[src/rtl/core/si2dec_pkg.sv]
// Shared types and constants for the signed decimal printer.
package si2dec_pkg;

    localparam int ValueWidth = 32;
    localparam int NumDigits  = 10;
    localparam int DigitWidth = 4;
    localparam int BcdWidth   = NumDigits * DigitWidth;
    localparam int CharWidth  = 8;

    localparam logic [CharWidth-1:0] CharMinus = 8'h2D;
    localparam logic [CharWidth-1:0] CharZero  = 8'h30;
    localparam logic [CharWidth-1:0] CharCr    = 8'h0D;
    localparam logic [CharWidth-1:0] CharLf    = 8'h0A;

    typedef logic [NumDigits-1:0][DigitWidth-1:0] bcd_digits_t;

    typedef struct packed {
        logic                  start;
        logic [ValueWidth-1:0] magnitude;
    } bcd_req_t;

    typedef struct packed {
        logic        done;
        bcd_digits_t digits;
    } bcd_rsp_t;

endpackage

[src/rtl/core/signed_int_to_decimal_ascii.sv]
// Top level of the signed decimal printer: sequencer, digit shifter and output register.
//
//  Channel | Ports                              | Direction | Moves
//  --------+------------------------------------+-----------+------------------------------
//  input   | s_valid, s_ready, s_value[31:0]    | in        | one signed integer per transfer
//  result  | m_valid, m_ready, m_character, m_last | out    | one ASCII character per transfer
//
// An item passes through an accept step, the shift-add-3 converter loop, a hand-over of the
// digits, a strip of leading zeros (one digit per cycle, plus a step to move on), and then
// the emission of characters, one per cycle while m_ready is high.
// Stripping and emitting trade off digit for digit, and the converter loop takes the largest
// part of an item's time.
// Reset is synchronous and active low; it clears the sequencer and the output valid.
// A stalled sink holds the character in the output register and pauses the sequencer in its output states.
module signed_int_to_decimal_ascii (
    input  logic                                  aclk,
    input  logic                                  aresetn,
    input  logic                                  s_valid,
    output logic                                  s_ready,
    input  logic signed [si2dec_pkg::ValueWidth-1:0] s_value,
    output logic                                  m_valid,
    input  logic                                  m_ready,
    output logic [si2dec_pkg::CharWidth-1:0]      m_character,
    output logic                                  m_last
);

    localparam int NdigWidth = $clog2(si2dec_pkg::NumDigits + 1);

    // Sequencer states.
    localparam logic [2:0] StIdle  = 3'd0;
    localparam logic [2:0] StConv  = 3'd1;
    localparam logic [2:0] StTrim  = 3'd2;
    localparam logic [2:0] StSign  = 3'd3;
    localparam logic [2:0] StDigit = 3'd4;
    localparam logic [2:0] StCr    = 3'd5;
    localparam logic [2:0] StLf    = 3'd6;

    logic [2:0]                       state_reg, state_next;
    logic                             neg_reg, neg_next;
    si2dec_pkg::bcd_digits_t          digits_reg, digits_next;
    logic [NdigWidth-1:0]             ndig_reg, ndig_next;
    logic                             m_valid_reg, m_valid_next;
    logic [si2dec_pkg::CharWidth-1:0] m_character_reg, m_character_next;
    logic                             m_last_reg, m_last_next;

    si2dec_pkg::bcd_req_t             bcd_req;
    si2dec_pkg::bcd_rsp_t             bcd_rsp;
    logic                             in_xfer;
    logic                             out_load;
    logic [si2dec_pkg::DigitWidth-1:0] top_digit;
    si2dec_pkg::bcd_digits_t          digits_shifted;

    assign s_ready = (state_reg == StIdle);
    assign in_xfer = s_valid && s_ready;

    // The magnitude is formed unsigned, so the most negative value keeps all its digits.
    assign bcd_req.start     = in_xfer;
    assign bcd_req.magnitude = s_value[si2dec_pkg::ValueWidth-1]
                             ? (~s_value + 1'b1) : s_value;

    si2dec_bcd u_bcd (
        .aclk    (aclk),
        .aresetn (aresetn),
        .req     (bcd_req),
        .rsp     (bcd_rsp)
    );

    assign top_digit      = digits_reg[si2dec_pkg::NumDigits-1];
    assign digits_shifted = si2dec_pkg::bcd_digits_t'(
        {digits_reg[si2dec_pkg::NumDigits-2:0], {si2dec_pkg::DigitWidth{1'b0}}});

    // A new character may enter the output register when it is empty or being taken.
    assign out_load = !m_valid_reg || m_ready;

    always_comb begin
        state_next       = state_reg;
        neg_next         = neg_reg;
        digits_next      = digits_reg;
        ndig_next        = ndig_reg;
        m_valid_next     = m_valid_reg && !m_ready;
        m_character_next = m_character_reg;
        m_last_next      = m_last_reg;

        unique case (state_reg)
            StIdle: begin
                if (in_xfer) begin
                    neg_next   = s_value[si2dec_pkg::ValueWidth-1];
                    state_next = StConv;
                end
            end
            StConv: begin
                if (bcd_rsp.done) begin
                    digits_next = bcd_rsp.digits;
                    ndig_next   = NdigWidth'(si2dec_pkg::NumDigits);
                    state_next  = StTrim;
                end
            end
            StTrim: begin
                // Drop leading zeros, but always keep one digit so zero prints as '0'.
                if (top_digit == '0 && ndig_reg != NdigWidth'(1)) begin
                    digits_next = digits_shifted;
                    ndig_next   = ndig_reg - 1'b1;
                end else begin
                    state_next = neg_reg ? StSign : StDigit;
                end
            end
            StSign: begin
                if (out_load) begin
                    m_valid_next     = 1'b1;
                    m_character_next = si2dec_pkg::CharMinus;
                    m_last_next      = 1'b0;
                    state_next       = StDigit;
                end
            end
            StDigit: begin
                if (out_load) begin
                    m_valid_next     = 1'b1;
                    m_character_next = si2dec_pkg::CharZero
                                     + si2dec_pkg::CharWidth'(top_digit);
                    m_last_next      = 1'b0;
                    digits_next      = digits_shifted;
                    ndig_next        = ndig_reg - 1'b1;
                    if (ndig_reg == NdigWidth'(1)) begin
                        state_next = StCr;
                    end
                end
            end
            StCr: begin
                if (out_load) begin
                    m_valid_next     = 1'b1;
                    m_character_next = si2dec_pkg::CharCr;
                    m_last_next      = 1'b0;
                    state_next       = StLf;
                end
            end
            StLf: begin
                // The line feed closes the run; the next item may be taken while it waits.
                if (out_load) begin
                    m_valid_next     = 1'b1;
                    m_character_next = si2dec_pkg::CharLf;
                    m_last_next      = 1'b1;
                    state_next       = StIdle;
                end
            end
            default: begin
                state_next = StIdle;
            end
        endcase
    end

    always_ff @(posedge aclk) begin
        if (!aresetn) begin
            state_reg   <= StIdle;
            m_valid_reg <= 1'b0;
        end else begin
            state_reg   <= state_next;
            m_valid_reg <= m_valid_next;
        end
        neg_reg         <= neg_next;
        digits_reg      <= digits_next;
        ndig_reg        <= ndig_next;
        m_character_reg <= m_character_next;
        m_last_reg      <= m_last_next;
    end

    assign m_valid     = m_valid_reg;
    assign m_character = m_character_reg;
    assign m_last      = m_last_reg;

endmodule

[src/rtl/core/si2dec_bcd.sv]
// Iterative binary to BCD converter using one shift-add-3 step per cycle.
module si2dec_bcd (
    input  logic                 aclk,
    input  logic                 aresetn,
    input  si2dec_pkg::bcd_req_t req,
    output si2dec_pkg::bcd_rsp_t rsp
);

    localparam int CntWidth = $clog2(si2dec_pkg::ValueWidth);

    logic [si2dec_pkg::ValueWidth-1:0] bin_reg, bin_next;
    si2dec_pkg::bcd_digits_t           bcd_reg, bcd_next;
    si2dec_pkg::bcd_digits_t           adj;
    logic [si2dec_pkg::BcdWidth-1:0]   adj_flat;
    logic [CntWidth-1:0]               cnt_reg, cnt_next;
    logic                              busy_reg, busy_next;
    logic                              done_reg, done_next;

    // Digits of five or more get three added before the shift.
    always_comb begin
        for (int i = 0; i < si2dec_pkg::NumDigits; i++) begin
            adj[i] = (bcd_reg[i] >= 4'd5) ? bcd_reg[i] + 4'd3 : bcd_reg[i];
        end
        adj_flat = adj;
    end

    always_comb begin
        bin_next  = bin_reg;
        bcd_next  = bcd_reg;
        cnt_next  = cnt_reg;
        busy_next = busy_reg;
        done_next = 1'b0;
        if (req.start) begin
            bin_next  = req.magnitude;
            bcd_next  = '0;
            cnt_next  = '0;
            busy_next = 1'b1;
        end else if (busy_reg) begin
            bin_next = {bin_reg[si2dec_pkg::ValueWidth-2:0], 1'b0};
            bcd_next = si2dec_pkg::bcd_digits_t'(
                {adj_flat[si2dec_pkg::BcdWidth-2:0], bin_reg[si2dec_pkg::ValueWidth-1]});
            cnt_next = cnt_reg + 1'b1;
            if (cnt_reg == CntWidth'(si2dec_pkg::ValueWidth - 1)) begin
                busy_next = 1'b0;
                done_next = 1'b1;
            end
        end
    end

    always_ff @(posedge aclk) begin
        if (!aresetn) begin
            cnt_reg  <= '0;
            busy_reg <= 1'b0;
            done_reg <= 1'b0;
        end else begin
            cnt_reg  <= cnt_next;
            busy_reg <= busy_next;
            done_reg <= done_next;
        end
        bin_reg <= bin_next;
        bcd_reg <= bcd_next;
    end

    assign rsp.done   = done_reg;
    assign rsp.digits = bcd_reg;

endmodule

[config.mk]
export PLATFORM = sky130hd
export DESIGN_NAME = signed_int_to_decimal_ascii
export DESIGN_NICKNAME = d
export VERILOG_FILES = /design/src/rtl/core/si2dec_pkg.sv /design/src/rtl/core/signed_int_to_decimal_ascii.sv /design/src/rtl/core/si2dec_bcd.sv
export SDC_FILE = /design/constraint.sdc
export NUM_CORES = 1
export LEC_CHECK = 0
export BUFFER_PORTS_ARGS = -buffer_cell sky130_fd_sc_hd__buf_2
export CORE_UTILIZATION = 40
export DETAILED_ROUTE_END_ITERATION = 7
export GPL_ROUTABILITY_DRIVEN = 0
export PLACE_DENSITY = 0.56
export SETUP_SLACK_MARGIN = 0.15
export SLEW_MARGIN = 20
export SYNTH_ARGS = -nofsm -noshare
export SYNTH_HDL_FRONTEND = slang
export SYNTH_SLANG_ARGS = --single-unit
[constraint.sdc]
create_clock -name aclk -period 3.62 [get_ports aclk]
set_input_delay 0.362 -clock aclk [delete_from_list [all_inputs] [get_ports aclk]]
set_output_delay 0.362 -clock aclk [all_outputs]
set_load 0.05 [all_outputs]
Yosys cells after proc, flatten, opt, wreduce, memory -nomap -nowiden
Cells that the tools add are included.

Register bits: 137. Bits of input ports: 36. Output and inout bits: 11. Logic and storage cells: 142.

Add/sub/neg operators: 14. $lt $le $gt $ge: 10. Equality and inequality tests: 19. Mux-type cells: 45. Bitwise logic cells: 3. Reduce and logical (&&, ||, !) cells: 21.

Operator list (number): 40-bit 2-to-1 mux (3); 40-bit one-hot mux with 3 select lines (1); 32-bit 2-to-1 mux (3); 4-bit 2-to-1 mux (12); 4-bit by 3-bit greater-or-equal comparator with 1-bit output (second input constant) (10); 4-bit by 2-bit adder with 4-bit output (second input constant) (9); 32-bit by 1-bit adder with 32-bit output (second input constant) (1); 8-bit 2-to-1 mux (4); 32-bit inverter (1); 8-bit one-hot mux with 4 select lines (1); 3-bit 2-to-1 mux (10); 3-bit one-hot mux with 7 select lines (1); 2-bit inequality test (second input constant) (7); 4-bit one-hot mux with 3 select lines (1); 3-bit equality test (second input constant) (3); 1-bit 2-to-1 mux (8); 8-bit AND reduction (1); 6-bit by 4-bit adder with 7-bit output (first input constant) (1); 3-bit by 2-bit equality test with 1-bit output (second input constant) (2); 2-bit by 1-bit inequality test with 1-bit output (second input constant) (3); 3-bit OR reduction (2); 5-bit by 1-bit adder with 5-bit output (second input constant) (1); 5-bit equality test (second input constant) (1); 5-bit AND reduction (1); 20 further kinds (25).

Longest topological paths before layout
Gate-level depths: netlist of the first run.

Depth after elaboration: 4. Gate-level depth with buffers: 8. Gate-level depth less buffers: 7.

By module
From an unflattened synthesis of the first run, not the netlist that was laid out.

Cell total of the unflattened synthesis: 664. Area total of the unflattened synthesis: 7258.2 um^2.

Modules (own cells, without submodules): si2dec_bcd (instances 1, cells each 398, area an instance 4048.9 um^2, seq. area each 1901.8 um^2); signed_int_to_decimal_ascii (instances 1, cells each 266, area an instance 3209.3 um^2, seq. area each 1641.6 um^2).

Least setup slack after synthesis of the first run
OpenSTA, ideal clock, no wires.

Path type: reg2reg. Start point: register state_reg[0]. End point: register digits_reg[0] (netlist name) (enable). Library setup time: 457 ps. Arrival time: 3486 ps. Data required time: 3163 ps. Slack: -324 ps. Stages on the path, launching flop included: 6. Buffers on the path: 1. Clock period less this slack: 3944 ps. Cells stage by stage: dfxtp_1 clkbuf_1 or4_1 nor3_1 a22oi_1 o2bb2ai_1.

Cells in the longest elaborated chain, start to end: 3. Elaborated cells between the ends (all ways): 8. Classes of those cells: eq/ne (6); reduce/logical (2).

Ends and longest elaborated chain: start, declared (RTL line signed_int_to_decimal_ascii.sv:38) `logic [2:0] state_reg, state_next;`; start signal, assigned (RTL line signed_int_to_decimal_ascii.sv:153) `state_reg <= StIdle;`; start signal, assigned (RTL line signed_int_to_decimal_ascii.sv:156) `state_reg <= state_next;`; 3-bit by 2-bit equality test with 1-bit output (tied with other cells) (RTL line signed_int_to_decimal_ascii.sv:84) `unique case (state_reg)`; 2-bit inequality test (no source line) (tied with other cells); 4-bit AND reduction (no source line) *; end signal, assigned (RTL line signed_int_to_decimal_ascii.sv:160) `digits_reg <= digits_next;`; end, declared (RTL line signed_int_to_decimal_ascii.sv:40) `si2dec_pkg::bcd_digits_t digits_reg, digits_next;`.

Every way passes the cells marked *; elsewhere a longest branch is shown, timed or not. A chain may end at the register's enable or synchronous reset.

Worst setup path in the final report of the first run
Start point: register state_reg[0]. End point: register digits_reg[9] (netlist name) (enable).

The elaborated chain is that of the path after synthesis.

==> flow_results.org, run 1 <==
** Setup path
- Data on the critical path is required at its endpoint by approximately 3.7 ns.
- The worst register-to-register path has a depth of 5.
- Start-to-end type of the worst setup path :: flop to flop
- Endpoint arrival time on the critical path :: 2.66 ns
- Worst R2R Start :: state_reg[0]$_SDFFE_PN0P_
- Biggest fanout along the worst timing path :: 44
- The setup check on the worst reg-to-reg path leaves a slack of approximately 1.0 ns.
- Category of the worst setup path capture point :: flop
- The worst setup path is launched from a flop.
- In this run the critical register-to-register path is captured at digits_reg[9]$_DFFE_PP_.

** Route
- Vias post-DR :: 4961
- The detailed router put a total of 6.26 mm of wire on met1.
- Highest routing layer actually used :: met4
- After detailed routing, the number of remaining DRC violations is 0.
- After the first detailed-routing iteration, the DRC count stood at 255.
- Summed over all layers, the routed wires come to 13.1 mm.
- In the detailed route, the total length drawn on met2 is 6.22 mm.
- Post-detailed-route via-to-cell ratio :: 5.11
- Number of nets still failing antenna checks after routing :: 0
- Amount of wire on met3 after detailed routing :: 439 um
- Post-DR wirelength/cell :: 13.5 um
- The pre-antenna-repair detailed-routing pass consisted of 5 iterations.

** Clocking
- Clock latency on the worst-skew pair :: 0.42 ns
- The clock passes through at most 2 buffers.
- After clock tree synthesis, the clock-pin slew on the worst setup and hold paths is roughly 0.06 ns.
- Postcts setup bufs :: 0
- Post-cts hold buffer count :: 0
- The tree is rooted in a clkbuf_16.
- Post-CTS repair changed the size of 0 cells.
- Counting every sink on the clock net gives approximately 140.
- # H-tree levels :: 4
- Clock buffer count from CTS :: 17
- CTS tree :: yes

** Layout
- The register with the most flip-flops in the layout has 40 of them.
- The repair_antennas step left the layout with diodes totalling 0.
- The net count of the finished layout is 793.
- In the final layout, the share of cells above drive strength 1 is 0.156.
- The area growth from synthesis to layout is 14.2%.
- Top library cells by usage in the layout, fill and taps aside :: edfxtp_1 (84), nand2_1 (83), o21ai_0 (70)
- Most frequent standard cell in the layout excluding fill and tap cells :: edfxtp_1

** Timing
- Count of endpoints failing hold in the final timing report :: 0
- Tightest Pin Transition :: 0.873 ns
- Final period util :: 0.724
- For the final database, setup skew stands at 0.0101 ns.
- The count of pins over their slew limit was 0.
- Setup repair after global routing left no endpoint under its margin.
- The worst pin sits at a relative slew slack of 0.416.
- Number of setup violations in the final report :: 0
- Static timing analysis puts the maximum clock frequency at 0.381 GHz.
- For the final routed database, the setup TNS stands at 0 ns.
- After layout, the minimum clock period comes to 2.62 ns.
- Smallest setup slack after layout :: 0.999 ns

** Synth
- Post-synth EDFFs :: 84
- The Yosys step of the flow raised 0 warnings.
- The synthesized netlist occupies a cell area of 7040 um^2.
- By area, the combinational part of the netlist is dominated by simple AND/OR/NAND/NOR gates.
- Post-synth ARST share :: 0
- Of the total synthesized cell area, the portion taken by AND, OR, NAND and NOR gates is 0.150.
- Number of instances in the synthesized netlist :: 695
- Of the total synthesized cell area, the portion taken by XOR and XNOR cells is 0.0560.
- Adder-cell share of the synthesized area :: 0.0445
- Measured against the total synthesized area, the mux share comes to 0.0777.
- Seq/Total Area, Yosys :: 0.504
- Most used flip-flop cell after synthesis :: edfxtp_1
- Register bit total from synthesis :: roughly 140
- After synthesis, the mean cell area works out to 10.1 um^2.
- The post-synthesis compound-gate area fraction came to 0.127.
- The netlist uses 54 different library cells.

** Hold path
- Along the worst hold path, the cell count comes to 3.
- The startpoint identified for the worst hold timing path is aresetn.
- For hold timing, the worst endpoint is state_reg[1]$_SDFFE_PN0P_.
- The min-delay analysis places its worst path in the category primary input to flop.

** Placement
- Timing analysis after detailed placement gives a worst setup slack of just over 1 ns.
- DP Wirelength :: 8.91 mm
- Count of input and output buffers :: 44

** Die
- The die is 135 um wide.
- Die Outline Area :: 18100 um^2
- For this configuration, the core starts out at a cell density of 0.408.
- Site row count :: 48
- The die is 135 um tall.
- I/O pins :: 47
- Total core area :: 17200 um^2

** Global routing
- The initial antenna violation count was 0.
- Entering global routing, the biggest net connects 61 pins.
- The first global-routing pass estimated between 20 and 25 mm of wire.
- Vias in the first global route :: 4755
- Across every metal layer, demand over resource in global routing totals 0.154.
- After global routing the overflow that remains totals 0.

** Run
- Max cap viols :: 0

** Power and ir drop
- Static leakage :: 0.00298 uW
- Power per unit of standard cell area :: 478 nW/um^2
- VDD sags by at most between 0.3 and 0.4 mV.

** Run status
- Result of the run :: completed
worst max-delay path, stage by stage, from the launching register on:
cell,delay [ns]
dfxtp_1,0.49
or4_1,0.59
nor3_1,0.31
a22oi_1,0.18
o2bb2ai_4,0.16
buf_4,0.48
synthesized netlist by cell type, types with 4 or more instances:
cell	instances	share of area
nor3b_1	6	0.0064
nor4_1	4	0.0036
nand2_1	84	0.045
nor2b_1	11	0.0098
o21ai_0	70	0.050
xor2_1	27	0.034
o21ai_1	7	0.0050
o211ai_1	8	0.0085
inv_1	30	0.016
nand2b_1	15	0.013
mux2i_1	31	0.044
nor2_1	46	0.025
ha_1	25	0.044
or3_1	4	0.0036
clkbuf_1	28	0.015
xnor2_1	18	0.022
nor3_1	13	0.0092
mux2_2	21	0.034
nand3_1	20	0.014
edfxtp_1	84	0.36
o31ai_1	13	0.014
dfxtp_1	51	0.15
a21oi_1	35	0.025
through the flow:
step                      total power [uW]   util  std cells  instance area [um^2]  hold slack (ns)
after global placement                2240  0.433        938                  7470            0.464
after detailed placement              2260  0.433        938                  7470            0.483
after CTS                             3890  0.466        970                  8040            0.222
final                                 3840  0.466        970                  8040            0.253
after floorplan                       2140      -        696                  7050            0.442
after global routing                  4020  0.466        970                  8040            0.222
final cells by class:
type,instances,area [um^2]
Multi-Input combinational cell,494,3240
Sequential cell,135,3540
Clock buffer,18,450
Timing Repair Buffer,53,288
Inverter,31,116
Clock inverter,14,118
Tap cell,225,282
Fill cell,1596,9200
per-layer routing:
layer / vias to the layer above / track usage
met5: - / 0
met3: 10 / 0.0390
met2: 61 / 0.256
li1: 2536 / -
met4: 0 / 0.0581
met1: 2354 / 0.194
how the worst max path moves through the flow:
stage	startpoint	end	slack (ns)
final	state_reg[0]$_SDFFE_PN0P_	digits_reg[9]$_DFFE_PP_	1.0
after floorplan	state_reg[0]$_SDFFE_PN0P_	u_bcd.bin_reg[0]$_SDFFCE_PN0P_	0.26
after detailed placement	state_reg[0]$_SDFFE_PN0P_	digits_reg[16]$_DFFE_PP_	1.03
after global routing	state_reg[0]$_SDFFE_PN0P_	digits_reg[9]$_DFFE_PP_	0.80
after CTS	state_reg[0]$_SDFFE_PN0P_	digits_reg[13]$_DFFE_PP_	1.01
after global placement	state_reg[0]$_SDFFE_PN0P_	digits_reg[17]$_DFFE_PP_	1.11
power breakdown:
group,switching (uW),internal (uW)
clock,692,932
combinational,253,153
sequential,52.3,1760
total,998,2840
kinds of logic (layout without fill, tap and decap cells):
group | Yosys count | after routing
simple gates | 220 | 220
compound gates | 150 | 150
flops | 135 | 135
buf+inv | 67 | 116
mux | 52 | 52
xor+xnor | 45 | 45
fa+ha+maj | 25 | 25
other cells | 1 | 2
Power figures use the tool's default switching activity.
==> run 2, diff against run 1 <==
--- a/config.mk
+++ b/config.mk
@@ -5,6 +5,7 @@
 export SDC_FILE = /design/constraint.sdc
 export NUM_CORES = 1
 export LEC_CHECK = 0
+export ABC_AREA = 1
 export BUFFER_PORTS_ARGS = -buffer_cell sky130_fd_sc_hd__buf_2
 export CORE_UTILIZATION = 40
 export DETAILED_ROUTE_END_ITERATION = 7
==> constraint.sdc (replaced) <==
create_clock -name aclk -period 2.1 [get_ports aclk]
set_input_delay 0.21 -clock aclk [delete_from_list [all_inputs] [get_ports aclk]]
set_output_delay 0.21 -clock aclk [all_outputs]
set_load 0.05 [all_outputs]
==> flow_results.org, run 2 <==
** Run status
- Result of the run :: completed

** Synth
- By instance count, the leading cell after synthesis is nand2_1.
- Cell types occupying the most area after synthesis :: edfxtp_1 (35%), dfxtp_1 (14%), nand2_1 (12%), o21ai_0 (6.3%), inv_1 (5.7%)
- The most used flip-flop cell after synthesis is edfxtp_1.
- The share of synthesized area in the top cell type comes to 0.351.
- Counting flops with an async set or reset pin after synthesis yields a share of 0.
- By count the netlist is led by nand2_1 (221), inv_1 (109), o21ai_0 (90).
- For this run, the number of Yosys warnings is 0.
- In this run the cell area of the synthesized design comes to 7190 um^2.
- Counting distinct cell types in the post-synthesis netlist gives 35.
- A synthesized cell averages 8.24 um^2.
- The largest total area in the synthesized netlist belongs to edfxtp_1.
- The cell count after synthesis came out at 873.
- The synthesized design contains 84 enable-type register cells.
- Seq/Total Area, Yosys :: 0.493
- In this run, synthesis produced a sequential element count of around 140.

** Layout
- Footprint of the multi-input gates :: 3040 um^2
- The library cell used most frequently in the layout, excluding fill and tap cells, is nand2_1.
- Top library cells by usage in the layout, fill and taps aside :: nand2_1 (219), inv_1 (109), o21ai_0 (90)
- For this run, the share of the core covered by cells in the final layout is 0.473.
- The layout has 1746 filler cells.
- Layout Cells excl Fill :: around 1200
- Area growth syn-to-layout :: 14.5%
- Antenna Cells :: 0
- Flip-flop count of the largest register, all copies and words added :: 40
- Across the whole layout, storage elements account for 3550 um^2.
- Fraction of final layout cells with drive strength greater than 1 :: 0.119
- In the final design database the tool counted 975 nets.

** Timing
- Count of endpoints failing hold in the final timing report :: 0
- Tightest Pin Transition :: approximately 0.59 ns
- Rel. slew slack :: 0.610
- Tmin final :: around 1.8 ns
- For the final database, setup skew stands at 0.00825 ns.
- The count of pins over their slew limit was 0.
- Peak Freq :: 0.564 GHz
- Of the available clock period, the critical path in the final layout requires 0.845.
- Setup violations remaining at the end of the flow were counted as 0.
- Unrepaired setup endpoints after global routing :: no

** Run
- Max cap viols :: 0

** Placement
- The wire-length estimate of the detail-placed layout is 11.0 mm.
- During placement, the flow inserted port buffers numbering 44.
- Counting tap cells, the placed design contains a total of 1120 instances.

** Clocking
- The later pin in the worst-skew pair is clocked with a latency of 0.42 ns.
- The tree is rooted in a clkbuf_16.
- After clock tree synthesis, the setup repair step added 0 buffers.
- Counting the buffers created by CTS gives 17.
- Clock sink count :: 135
- CTS tree :: yes
- In this run, post-CTS hold repair placed 0 buffers.
- Counting along the longest clock path gives a buffer depth of 2.
- CTS clock-pin slew for the worst setup and hold paths :: roughly 0.06 ns
- Post-CTS resize count :: 0
- The H-tree generated during clock tree synthesis spans 4 levels.

** Die
- Die Outline Area :: 18500 um^2
- During I/O placement, the number of pins put on the boundary was 47.
- Die Y-Extent :: 136 um
- For this configuration, the core starts out at a cell density of 0.413.
- The total area inside the core boundary comes to 17400 um^2.
- The initialized floorplan defines 48 standard-cell rows.
- The floorplan step set the die width to ~140 um.

** Power and ir drop
- Power per unit of standard cell area :: 1260 nW/um^2
- Summed over all cells, the static leakage comes to 0.00352 uW.
- Worst supply voltage drop on vdd :: between 0.7 and 0.8 mV

** Route
- The first TritonRoute pass finished after 5 iterations.
- Dividing the detail-routed wire length by the instance count gives between 10 and 15 um.
- After detailed routing, the number of vias per cell comes to 4.99.
- After detailed routing, the total wire length is 16.1 mm.
- Vias post-DR :: 5754
- Number of nets still failing antenna checks after routing :: 0
- Initial detailed-routing violation count :: 384
- For this run, design rule violations remaining after detail routing come to 0.

** Global routing
- Number of antenna violations at the first check in global routing :: 0
- For this run the aggregate overflow at the end of global routing stands at 0.
- Total routing usage reported by global routing :: 0.183
- Vias in the first global route :: 5192
- Wire length of the first global-routing pass :: 25.8 mm
- Entering global routing, the biggest net connects 78 pins.

** Setup path
- Endpoint arrival time on the critical path :: 1.88 ns
- Start-to-end type of the worst setup path :: flop to flop
- Biggest fanout along the worst timing path :: 44
- Reg-to-reg setup timing slack :: 0.33 ns
- Crit start category :: flop
- Category of the worst setup path capture point :: flop
- At the worst endpoint, the required time is 2.20 ns.

** Hold path
- The worst hold path belongs to the class primary input to flop.
## run 2: cell types whose count changed in the layout (fill, tap and decap cells not counted), sizes merged, moves of 21 or more
cell and delta:
mux2 -21, mux2i -31, inv +81, nor2 +23
nand2 +141, nand3 +33, o21ai +35
## run 2: through the flow
| stage | worst slack [ns] | cell area [um^2] | hold WS, ns | TNS [ns] | total power (uW) |
|---|---|---|---|---|---|
| finish | 0.326 | 8240 | 0.0623 | 0 | 10400 |
| global route | 0.208 | 8240 | 0.0507 | 0 | 11000 |
| CTS | 0.327 | 8240 | 0.0414 | 0 | 10500 |
| detailed placement | 0.273 | 7660 | 0.465 | 0 | 7580 |
| global placement | 0.348 | 7660 | 0.456 | 0 | 7560 |
| floorplan | -0.400 | 7240 | 0.309 | -17.60 | 6710 |
## run 2: logic make-up (layout without fill, tap and decap cells)
logic type / count (synthesis) / in the layout / synth area share
and+or+nand+nor: 362 / 362 / 0.209
AOI/OAI and AO/OA: 189 / 189 / 0.148
buffers and inverters: 147 / 200 / 0.0894
DFF: 135 / 135 / 0.493
adders and majority gates: 25 / 25 / 0.0435
xor gates and xnor gates: 14 / 14 / 0.0170
other: 1 / 2 / 0.000521
## run 2: metal layers
layer / GRT usage / share of wire / wire length, um
met2: 0.285 / 0.46 / 7350
met3: 0.0518 / 0.043 / 692
met5: 0 / 0 / 0
met1: 0.248 / 0.49 / 7890
met4: 0.0519 / 0.011 / 173
## run 2: cell type report
type                    count  area share
flip-flops and latches    135       0.431
well taps                 225      0.0342
clock buffers              19      0.0538
repair buffers             54      0.0434
multi-input cells         592       0.370
clock inverters            13      0.0158
inverters                 114      0.0526
## run 2: critical path, cell delays in order (launching register included)
cell and delay [ns]:
dfxtp_2 0.46, nand2_4 0.08, nor2_4 0.20, nor2_4 0.06, inv_2 0.10, nor2_4 0.04, nor3_4 0.21, buf_12 0.26
## run 2: power breakdown
group / switching (uW) / internal, uW / total [uW]
logic: 2170 / 871 / 3050
registers: 321 / 4120 / 4440
clock network: 1130 / 1770 / 2890
total: 3620 / 6750 / 10400
## run 2: worst paths after layout
check,startpoint,endpoint,cells after the start
worst min-delay path,aresetn,state_reg[0]$_SDFFE_PN0P_,3
worst max-delay path,state_reg[2]$_SDFFE_PN0P_,digits_reg[5]$_DFFE_PP_,7
worst max register to register,state_reg[2]$_SDFFE_PN0P_,digits_reg[5]$_DFFE_PP_,7
worst min register to register,u_bcd.cnt_reg[4]$_SDFFE_PP0P_,u_bcd.cnt_reg[4]$_SDFFE_PP0P_,2
